--- config.mk ---
export PLATFORM = sky130hd
export DESIGN_NAME = static_search_tree_layout
export DESIGN_NICKNAME = d
export VERILOG_FILES = /design/src/hdl/sstl_pkg.sv /design/src/hdl/sstl_div.sv /design/src/hdl/sstl_ctrl.sv /design/src/hdl/sstl_datapath.sv /design/src/hdl/static_search_tree_layout.sv
export SDC_FILE = /design/constraint.sdc
export NUM_CORES = 1
export LEC_CHECK = 0
export BUFFER_PORTS_ARGS = -buffer_cell sky130_fd_sc_hd__clkbuf_2
export CAP_MARGIN = 30
export CORE_UTILIZATION = 45
export DETAILED_ROUTE_END_ITERATION = 8
export PLACE_DENSITY_LB_ADDON = 0.25
export SLEW_MARGIN = 0
export SYNTH_ARGS = -nofsm -noshare
export SYNTH_HDL_FRONTEND = slang
export SYNTH_SLANG_ARGS = --single-unit
--- constraint.sdc ---
create_clock -name clk -period 9.6 [get_ports clk]
set_clock_uncertainty 0.05 [all_clocks]
set_input_delay 1.92 -clock clk [delete_from_list [all_inputs] [get_ports clk]]
set_output_delay 1.92 -clock clk [all_outputs]
set_load 0.005 [all_outputs]
--- src/hdl/sstl_pkg.sv ---
// ----------------------------------------------------------------------------
// sstl_pkg
// Shared widths, command/status structs and elaboration-time helpers for the
// static search tree slot assignment block.
// ----------------------------------------------------------------------------
package sstl_pkg;

  localparam int SLOT_W     = 17;
  localparam int KEY_W      = 32;
  localparam int LVL_W      = 2;
  localparam int MAX_LEVELS = 4;
  localparam int DVS_W      = 19;
  localparam int RCP_W      = 18;
  localparam int SHF_W      = 6;

  typedef struct packed {
    logic init;
    logic len_start;
    logic take_len;
    logic take_round;
    logic run;
  } sstl_cmd_t;

  typedef struct packed {
    logic setup_done;
    logic div_done;
    logic cfg_wr;
  } sstl_sts_t;

  function automatic logic [63:0] level_capacity(input int bucket, input int lvl);
    logic [63:0] c;
    c = 64'(bucket);
    if (lvl >= 1) begin
      c = 64'(bucket + 1) * 64'(bucket);
    end
    for (int i = 2; i <= lvl; i++) begin
      c = c * 64'(bucket);
    end
    return c;
  endfunction

  // Divisor saturates at 2^(DVS_W-1): any larger divisor gives a zero quotient too.
  function automatic logic [DVS_W-1:0] sat_divisor(input logic [63:0] cap);
    logic [63:0] d;
    d = cap + 64'd1;
    if (d >= (64'd1 << (DVS_W - 1))) begin
      d = 64'd1 << (DVS_W - 1);
    end
    return d[DVS_W-1:0];
  endfunction

  // x / d for any x below 2^SLOT_W: (x * rcp_mult(d)) >> rcp_shift(d)
  function automatic logic [SHF_W-1:0] rcp_shift(input logic [DVS_W-1:0] d);
    return SHF_W'(SLOT_W + $clog2(d));
  endfunction

  function automatic logic [RCP_W-1:0] rcp_mult(input logic [DVS_W-1:0] d);
    logic [63:0] p;
    p = 64'd1 << rcp_shift(d);
    return RCP_W'((p + 64'(d) - 64'd1) / 64'(d));
  endfunction

endpackage

--- src/hdl/sstl_div.sv ---
// ----------------------------------------------------------------------------
// sstl_div
// Constant divisor unit: operands registered, then a reciprocal multiply;
// the quotient is valid in the cycle done is high.
// ----------------------------------------------------------------------------
module sstl_div
  import sstl_pkg::*;
(
  input  logic              clk,
  input  logic              rst,
  input  logic              start,
  input  logic [SLOT_W-1:0] dividend,
  input  logic [RCP_W-1:0]  mult,
  input  logic [SHF_W-1:0]  shift,
  output logic [SLOT_W-1:0] quotient,
  output logic              done
);

  localparam int PROD_W = SLOT_W + RCP_W;

  logic [SLOT_W-1:0] dvd;
  logic [RCP_W-1:0]  mul;
  logic [SHF_W-1:0]  shf;
  logic [PROD_W-1:0] prod;
  logic [PROD_W-1:0] prod_shr;
  logic              busy;

  assign prod_shr = prod >> shf;
  assign quotient = prod_shr[SLOT_W-1:0];

  always_ff @(posedge clk) begin
    if (rst) begin
      busy <= 1'b0;
      done <= 1'b0;
    end else begin
      busy <= start;
      done <= busy;
    end
  end

  always_ff @(posedge clk) begin
    if (start) begin
      dvd <= dividend;
      mul <= mult;
      shf <= shift;
    end
    if (busy) begin
      prod <= PROD_W'(dvd) * PROD_W'(mul);
    end
  end

endmodule

--- src/hdl/sstl_ctrl.sv ---
// ----------------------------------------------------------------------------
// sstl_ctrl
// Sequencer: level start setup after reset or a count write, then streaming.
// ----------------------------------------------------------------------------
module sstl_ctrl
  import sstl_pkg::*;
(
  input  logic      clk,
  input  logic      rst,
  input  sstl_sts_t sts,
  output sstl_cmd_t cmd
);

  typedef enum logic [2:0] {
    S_INIT,
    S_CHECK,
    S_DIV_LEN,
    S_DIV_RND,
    S_RUN
  } state_t;

  state_t state;

  always_ff @(posedge clk) begin
    if (rst) begin
      state <= S_INIT;
    end else begin
      case (state)
        S_INIT:    state <= S_CHECK;
        S_CHECK:   state <= sts.setup_done ? S_RUN : S_DIV_LEN;
        S_DIV_LEN: if (sts.div_done) state <= S_DIV_RND;
        S_DIV_RND: if (sts.div_done) state <= S_CHECK;
        S_RUN:     if (sts.cfg_wr) state <= S_INIT;
        default:   state <= S_INIT;
      endcase
    end
  end

  assign cmd.init       = (state == S_INIT);
  assign cmd.len_start  = (state == S_CHECK) && !sts.setup_done;
  assign cmd.take_len   = (state == S_DIV_LEN) && sts.div_done;
  assign cmd.take_round = (state == S_DIV_RND) && sts.div_done;
  assign cmd.run        = (state == S_RUN);

endmodule

--- src/hdl/sstl_datapath.sv ---
// ----------------------------------------------------------------------------
// sstl_datapath
// Level layout registers, per-level write positions and fill counts, level
// pick for each key, and the result register.
// ----------------------------------------------------------------------------
module sstl_datapath
  import sstl_pkg::*;
#(
  parameter int BUCKET    = 16,
  parameter int LEVELS    = 4,
  parameter int KEY_WIDTH = 32
) (
  input  logic              clk,
  input  logic              rst,
  input  sstl_cmd_t         cmd,
  output sstl_sts_t         sts,
  input  logic              cfg_valid,
  output logic              cfg_ready,
  input  logic [SLOT_W-1:0] item_count,
  input  logic              in_valid,
  output logic              in_stall,
  input  logic [KEY_W-1:0]  key,
  output logic              out_valid,
  input  logic              out_stall,
  output logic [SLOT_W-1:0] slot_index,
  output logic [KEY_W-1:0]  key_out,
  output logic [LVL_W-1:0]  tree_level,
  output logic              last,
  output logic              overflow
);

  localparam int FILL_W = $clog2(BUCKET + 1);

  localparam logic [63:0] CAP [MAX_LEVELS] = '{
    level_capacity(BUCKET, 0), level_capacity(BUCKET, 1),
    level_capacity(BUCKET, 2), level_capacity(BUCKET, 3)
  };
  localparam logic [DVS_W-1:0] DVS_TAB [MAX_LEVELS] = '{
    sat_divisor(CAP[0]), sat_divisor(CAP[1]),
    sat_divisor(CAP[2]), sat_divisor(CAP[3])
  };
  localparam logic [RCP_W-1:0] MUL_TAB [MAX_LEVELS] = '{
    rcp_mult(DVS_TAB[0]), rcp_mult(DVS_TAB[1]),
    rcp_mult(DVS_TAB[2]), rcp_mult(DVS_TAB[3])
  };
  localparam logic [SHF_W-1:0] SHF_TAB [MAX_LEVELS] = '{
    rcp_shift(DVS_TAB[0]), rcp_shift(DVS_TAB[1]),
    rcp_shift(DVS_TAB[2]), rcp_shift(DVS_TAB[3])
  };
  localparam logic [RCP_W-1:0] BKT_MUL = rcp_mult(DVS_W'(BUCKET));
  localparam logic [SHF_W-1:0] BKT_SHF = rcp_shift(DVS_W'(BUCKET));
  localparam logic [KEY_W-1:0] KEY_MASK = (KEY_WIDTH >= KEY_W) ? {KEY_W{1'b1}} :
                                          KEY_W'((64'd1 << KEY_WIDTH) - 64'd1);

  logic [SLOT_W-1:0] count_cfg;
  logic [LVL_W-1:0]  top_level;
  logic              too_big;
  logic [SLOT_W-1:0] rem;
  logic [LVL_W-1:0]  lvl_idx;
  logic [SLOT_W-1:0] level_start     [MAX_LEVELS];
  logic [SLOT_W-1:0] level_write_pos [MAX_LEVELS];
  logic [FILL_W-1:0] level_fill_count[MAX_LEVELS];
  logic [SLOT_W-1:0] keys_seen;
  logic [LVL_W-1:0]  tail_level;

  logic [LVL_W-1:0]  top_next;
  logic              top_found;
  logic [LVL_W-1:0]  div_k;
  logic              div_start;
  logic [SLOT_W-1:0] div_dividend;
  logic [RCP_W-1:0]  div_mult;
  logic [SHF_W-1:0]  div_shift;
  logic [SLOT_W-1:0] div_q;
  logic              div_done;
  logic [SLOT_W:0]   len;
  logic [SLOT_W-1:0] rem_next;
  logic [SLOT_W-1:0] round_len;

  logic              accept;
  logic              beyond;
  logic [SLOT_W-1:0] idx;
  logic              is_last;
  logic              main_phase;
  logic              m_found, t_found, sel_found;
  logic [LVL_W-1:0]  m_lvl, t_lvl, sel_lvl;
  logic              ovf;
  logic              write_en;
  logic [FILL_W-1:0] fill_inc;

  always_comb begin
    top_next  = '0;
    top_found = 1'b0;
    for (int i = MAX_LEVELS - 1; i >= 0; i--) begin
      if (i < LEVELS && 64'(count_cfg) <= CAP[i]) begin
        top_next  = LVL_W'(i);
        top_found = 1'b1;
      end
    end
  end

  assign div_k        = top_level - lvl_idx - 2'd1;
  assign div_start    = cmd.len_start || cmd.take_len;
  assign div_dividend = cmd.take_len ? (div_q + SLOT_W'(BUCKET)) : rem;
  assign div_mult     = cmd.take_len ? BKT_MUL : MUL_TAB[div_k];
  assign div_shift    = cmd.take_len ? BKT_SHF : SHF_TAB[div_k];
  assign len          = {1'b0, div_q} + (SLOT_W + 1)'(1);
  assign rem_next     = (len > {1'b0, rem}) ? '0 : (rem - len[SLOT_W-1:0]);
  assign round_len    = div_q * SLOT_W'(BUCKET);

  sstl_div u_div (
    .clk      (clk),
    .rst      (rst),
    .start    (div_start),
    .dividend (div_dividend),
    .mult     (div_mult),
    .shift    (div_shift),
    .quotient (div_q),
    .done     (div_done)
  );

  assign cfg_ready      = cmd.run;
  assign sts.cfg_wr     = cfg_valid && cfg_ready;
  assign sts.div_done   = div_done;
  assign sts.setup_done = too_big || (lvl_idx == top_level);

  assign in_stall   = !cmd.run || (out_valid && out_stall);
  assign accept     = in_valid && !in_stall;
  assign beyond     = (keys_seen >= count_cfg);
  assign idx        = keys_seen + 1'b1;
  assign is_last    = (idx == count_cfg);
  assign main_phase = ({1'b0, idx} + (SLOT_W + 1)'(top_level)) <= {1'b0, count_cfg};

  always_comb begin
    m_found = 1'b0;
    m_lvl   = '0;
    t_found = 1'b0;
    t_lvl   = '0;
    for (int i = 0; i < MAX_LEVELS; i++) begin
      if (LVL_W'(i) <= top_level && level_fill_count[i] < FILL_W'(BUCKET)) begin
        m_found = 1'b1;
        m_lvl   = LVL_W'(i);
      end
      if (LVL_W'(i) <= tail_level && level_fill_count[i] < FILL_W'(BUCKET)) begin
        t_found = 1'b1;
        t_lvl   = LVL_W'(i);
      end
    end
  end

  assign sel_found = main_phase ? m_found : t_found;
  assign sel_lvl   = main_phase ? m_lvl : t_lvl;
  assign ovf       = beyond || too_big || !sel_found;
  assign write_en  = accept && !ovf;
  assign fill_inc  = level_fill_count[sel_lvl] + 1'b1;

  always_ff @(posedge clk) begin
    if (rst) begin
      count_cfg  <= '0;
      top_level  <= '0;
      too_big    <= 1'b0;
      rem        <= '0;
      lvl_idx    <= '0;
      keys_seen  <= '0;
      tail_level <= '0;
      for (int i = 0; i < MAX_LEVELS; i++) begin
        level_start[i]      <= '0;
        level_write_pos[i]  <= '0;
        level_fill_count[i] <= '0;
      end
    end else begin
      if (sts.cfg_wr) begin
        count_cfg <= item_count;
      end
      if (cmd.init) begin
        top_level  <= top_next;
        too_big    <= !top_found;
        rem        <= count_cfg;
        lvl_idx    <= '0;
        keys_seen  <= '0;
        tail_level <= top_next - 2'd1;
        for (int i = 0; i < MAX_LEVELS; i++) begin
          level_start[i]      <= '0;
          level_write_pos[i]  <= '0;
          level_fill_count[i] <= '0;
        end
      end
      if (cmd.take_len) begin
        rem <= rem_next;
      end
      if (cmd.take_round) begin
        level_start[lvl_idx + 2'd1]     <= level_start[lvl_idx] + round_len;
        level_write_pos[lvl_idx + 2'd1] <= level_start[lvl_idx] + round_len;
        lvl_idx                         <= lvl_idx + 2'd1;
      end
      if (accept && !beyond) begin
        keys_seen <= idx;
      end
      if (write_en) begin
        if (main_phase && fill_inc != FILL_W'(BUCKET)) begin
          for (int i = 0; i < MAX_LEVELS; i++) begin
            if (LVL_W'(i) > sel_lvl) begin
              level_fill_count[i] <= '0;
            end
          end
        end
        level_write_pos[sel_lvl]  <= level_write_pos[sel_lvl] + 1'b1;
        level_fill_count[sel_lvl] <= fill_inc;
        if (!main_phase) begin
          if (sel_lvl == tail_level && sel_lvl != '0) begin
            tail_level <= sel_lvl - 2'd1;
          end else begin
            tail_level <= sel_lvl;
          end
        end
      end
    end
  end

  always_ff @(posedge clk) begin
    if (rst) begin
      out_valid <= 1'b0;
    end else if (accept) begin
      out_valid <= 1'b1;
    end else if (!out_stall) begin
      out_valid <= 1'b0;
    end
  end

  always_ff @(posedge clk) begin
    if (accept) begin
      slot_index <= ovf ? '0 : level_write_pos[sel_lvl];
      key_out    <= key & KEY_MASK;
      tree_level <= ovf ? '0 : sel_lvl;
      last       <= !beyond && is_last;
      overflow   <= ovf;
    end
  end

endmodule

--- src/hdl/static_search_tree_layout.sv ---
// ----------------------------------------------------------------------------
// static_search_tree_layout
// Assigns each sorted key its slot in a bucketed multi-level search array.
//
//   channel  dir  handshake            payload
//   cfg      in   cfg_valid/cfg_ready  item_count
//   in       in   in_valid/in_stall    key
//   out      out  out_valid/out_stall  slot_index, key_out, tree_level, last,
//                                      overflow
//
// After reset and after each item_count write, the level starts are computed
// level by level with a shared reciprocal-multiply divider, with in_stall high
// and cfg_ready low. Afterwards one key transfer per cycle while the held
// result is not stalled by out_stall.
// Each result sits in an output register until taken; a new key is accepted
// in the cycle the held result leaves. rst is synchronous, active high.
// ----------------------------------------------------------------------------
module static_search_tree_layout
  import sstl_pkg::*;
#(
  parameter int BUCKET    = 16,
  parameter int LEVELS    = 4,
  parameter int KEY_WIDTH = 32
) (
  input  logic              clk,
  input  logic              rst,
  input  logic              cfg_valid,
  output logic              cfg_ready,
  input  logic [SLOT_W-1:0] item_count,
  input  logic              in_valid,
  output logic              in_stall,
  input  logic [KEY_W-1:0]  key,
  output logic              out_valid,
  input  logic              out_stall,
  output logic [SLOT_W-1:0] slot_index,
  output logic [KEY_W-1:0]  key_out,
  output logic [LVL_W-1:0]  tree_level,
  output logic              last,
  output logic              overflow
);

  sstl_cmd_t cmd;
  sstl_sts_t sts;

  sstl_ctrl u_ctrl (
    .clk (clk),
    .rst (rst),
    .sts (sts),
    .cmd (cmd)
  );

  sstl_datapath #(
    .BUCKET    (BUCKET),
    .LEVELS    (LEVELS),
    .KEY_WIDTH (KEY_WIDTH)
  ) u_datapath (
    .clk        (clk),
    .rst        (rst),
    .cmd        (cmd),
    .sts        (sts),
    .cfg_valid  (cfg_valid),
    .cfg_ready  (cfg_ready),
    .item_count (item_count),
    .in_valid   (in_valid),
    .in_stall   (in_stall),
    .key        (key),
    .out_valid  (out_valid),
    .out_stall  (out_stall),
    .slot_index (slot_index),
    .key_out    (key_out),
    .tree_level (tree_level),
    .last       (last),
    .overflow   (overflow)
  );

endmodule
==> results.cfg <==
[yosys]
syn_inst = 2743
yosys.area.top_type_share = 0.3011
synth_fp_nets = 3211
synth.area.top_cells = edfxtp_1 30%, ha_1 12%, fa_1 12%
syn_area_mm2 = 0.02713
synth_most_common_cell = inv_1
ys_async_sr_fraction = 0
synth-edff-count = 272
synth_ff_type = edfxtp_1
synth_common_cells = 308 x inv_1, 301 x nand2_1, 272 x edfxtp_1, 262 x nor2_1, 257 x ha_1
seq_area_frac_synth = 0.3498
synth_cell_types = 81
avgSynthCellArea_um2 = 9.889
yosys_warnings = 0
synth_top_cell_by_area = edfxtp_1
synth_seq_cells = 338

[pwr]
clkPwrFrac = 0.120
p_int_mw = 6.186
leakagePower_nw = 12.48
netSwitchingFraction = 0.4633
irDropWorstVdd_v = 0.0004718
p_switching_mw = 5.339
power_frac_comb = 0.668
p_per_area_mw_per_mm2 = 389.8
seq_power_share = 0.212

[global_route]
grt_pass1_vias = 20186
grt_overflow = 0
antenna_found_initial = 0
grt_max_degree = 71
grt_use_total = 0.2224
grt_pass1_wl_um = 107100

[drt]
wire_per_inst_um = 18.65
via_count = 19993
drc_errors = 0
viasPerCell = 5.541
wl_um = 67300
ant_nets = 0
drt_pass1_iterations = 8
drt_iter0_drc = 1226

[layout]
diodes = 0
drive_above_1_share = 0.09524
area_growth_pct = 9.013
stdcell_count = 3608
fill_cells = 5497
nets = 3276

[clock_network]
cts-buffers-inserted = 39
clk_latency_ns = 0.57
cts_tree = done
ctsHoldBuffers = 0
clk_path_buf_depth = 3
clockRootBuffer = clkbuf_16
numClockSinks = 338
path_clk_slew_ns = 0.06
cts_max_level = 2
cts_resized = 0
postCtsSetupBuffers = 0

[job]
max_cap_violations = 0

[sta]
final.setup.tns_ns = 0
rsz0062_at_grt = no
slew_viol_final = 0
fmax_ghz = 0.1234
hold_viol = 0
timing.final.crit_share = 0.8440
worst_slew_pin_slew_ns = 0.9706
setup_violations = 0
relSlewSlack = 0.3470
fin_crit_ns = 8.103

[critical_path]
required_ns = 9.78
cp-start-kind = flip-flop
crit_type = flip-flop to flip-flop
crit_chain = ha_1 > nand4_1 > nor4_1 > xnor2_1 > or4b_1 > or2_2 > or3_1 > xor2_1 > ha_1 > nand3_1 > or4_1 > o32a_1 > a21bo_2 > o31ai_4 > mux2i_4 > buf_4 > nand2_1 > a32oi_1 > ha_1 > nor3_1 > a31oi_1 > nor3b_1 > nor3_1 > a221o_1
crit_top_cell = ha_1
critPathMaxStageDelay_ns = 0.65
worst-path-buf-inv = 1
crit_path_end_kind = flip-flop
crit_slowest_cell = or4b_1
critPathMaxFanout = 45
crit_family = simple AND/OR/NAND/NOR gates
arrival_ns = 8.28

[die]
die_x_um = 247.5
die_h_um = 247.5
initial_core_util = 0.4579
pin_count = 110
die_area_mm2 = 0.06127
core_area_mm2 = 0.05924
fp-row-count = 89

[run_status]
status = complete, no violations

[place]
dp.cells = 3540
hpwl_um = 50100
place.gp.congestion = 0.8988
io_buffers = 109

[worst_hold_path]
hold_class = flip-flop to flip-flop
==> area by class of cell <==
cell class	count	area, um^2	area share
clock buffer	47	1006	0.03402
clock inverter	21	153.9	0.005204
inverter	313	1175	0.03973
multi-input combinational	1984	16050	0.5427
sequential	338	9489	0.3209
tap	773	967.2	0.03271
timing repair buffer	132	730.7	0.02471
==> registers in the layout (all words and copies together) (netlist names), 5 cells and up, named ones only <==
register,flops
u_datapath.level_start,68
u_datapath.level_write_pos,68
u_datapath.u_div.prod,35
u_datapath.key_out,32
u_datapath.level_fill_count,20
u_datapath.count_cfg,17
u_datapath.keys_seen,17
u_datapath.rem,17
u_datapath.slot_index,17
u_datapath.u_div.dvd,17
u_datapath.u_div.shf,6
u_datapath.u_div.mul,5
==> per-stage QoR <==
step / area, um^2 / worst slack, ns / power (mW) / utilization / hold slack, ns
after detailed placement: 28410 / 1.616 / 10.08 / 0.4796 / 0.4407
final: 29570 / 1.497 / 11.53 / 0.4992 / 0.4514
after floorplan: 27130 / 2.074 / 8.382 / - / 0.3995
after global placement: 28390 / 1.819 / 10.01 / 0.4792 / 0.4305
after CTS: 29570 / 1.572 / 11.61 / 0.4992 / 0.4490
after global routing: 29570 / 0.9460 / 12.75 / 0.4992 / 0.4821
==> tightest hold or removal path: stages, from the launching register on <==
cell     delay [ns]
dfxtp_1        0.33
nand2_1        0.06
a21oi_1        0.06
==> path summary, 6_finish.rpt <==
path / from / end / slack [ns] / cells after the start
worst max-delay path: u_datapath.keys_seen[1]$_SDFFE_PP0P_ / u_datapath.level_fill_count[1][1]$_SDFFCE_PN0P_ / 1.50 / 24
worst min-delay path: u_datapath.count_cfg[9]$_SDFFE_PP0P_ / u_datapath.count_cfg[9]$_SDFFE_PP0P_ / 0.45 / 2
worst max register to register: u_datapath.keys_seen[1]$_SDFFE_PP0P_ / u_datapath.level_fill_count[1][1]$_SDFFCE_PN0P_ / 1.50 / 24
worst min register to register: u_datapath.count_cfg[9]$_SDFFE_PP0P_ / u_datapath.count_cfg[9]$_SDFFE_PP0P_ / 0.45 / 2
==> placed cells by master, fill, tap and decap left out, drive strengths merged, types with 24 or more instances in the layout <==
cell type,count
a211oi,37
a21o,24
a21oi,156
a31oi,27
and2,99
and3,29
clkbuf,156
dfxtp,66
edfxtp,272
fa,157
ha,257
inv,310
mux2i,33
mux4,43
nand2,301
nand2b,24
nand3,33
nand4,25
nor2,262
nor2b,35
nor3,49
o21ai,84
xnor2,93
xor2,43
==> power by group through the flow <==
stage	registers (mW)	logic [mW]	clock network, mW
floorplan	2.37	6.01	0
global placement	2.47	7.54	0
detailed placement	2.47	7.61	0
CTS	2.45	7.75	1.42
global route	2.48	8.81	1.46
finish	2.45	7.69	1.38
==> cell families after synthesis <==
group | count (synthesis) | share of synthesized area
DFF | 338 | 0.3498
and+or+nand+nor | 923 | 0.1610
xor gates and xnor gates | 136 | 0.04391
adders and majority gates | 414 | 0.2344
AOI/OAI and AO/OA | 426 | 0.09972
buffers and inverters | 421 | 0.05941
muxes | 85 | 0.05175
==> layer usage <==
metal | wire (um) | up-vias | track usage
li1 | - | 9567 | -
met1 | 30290 | 9821 | 0.2994
met2 | 31730 | 490 | 0.3708
met3 | 3098 | 115 | 0.02692
met4 | 2184 | 0 | 0.07470
met5 | 0 | - | 0
Note: power is estimated with default switching activity, not from simulation.
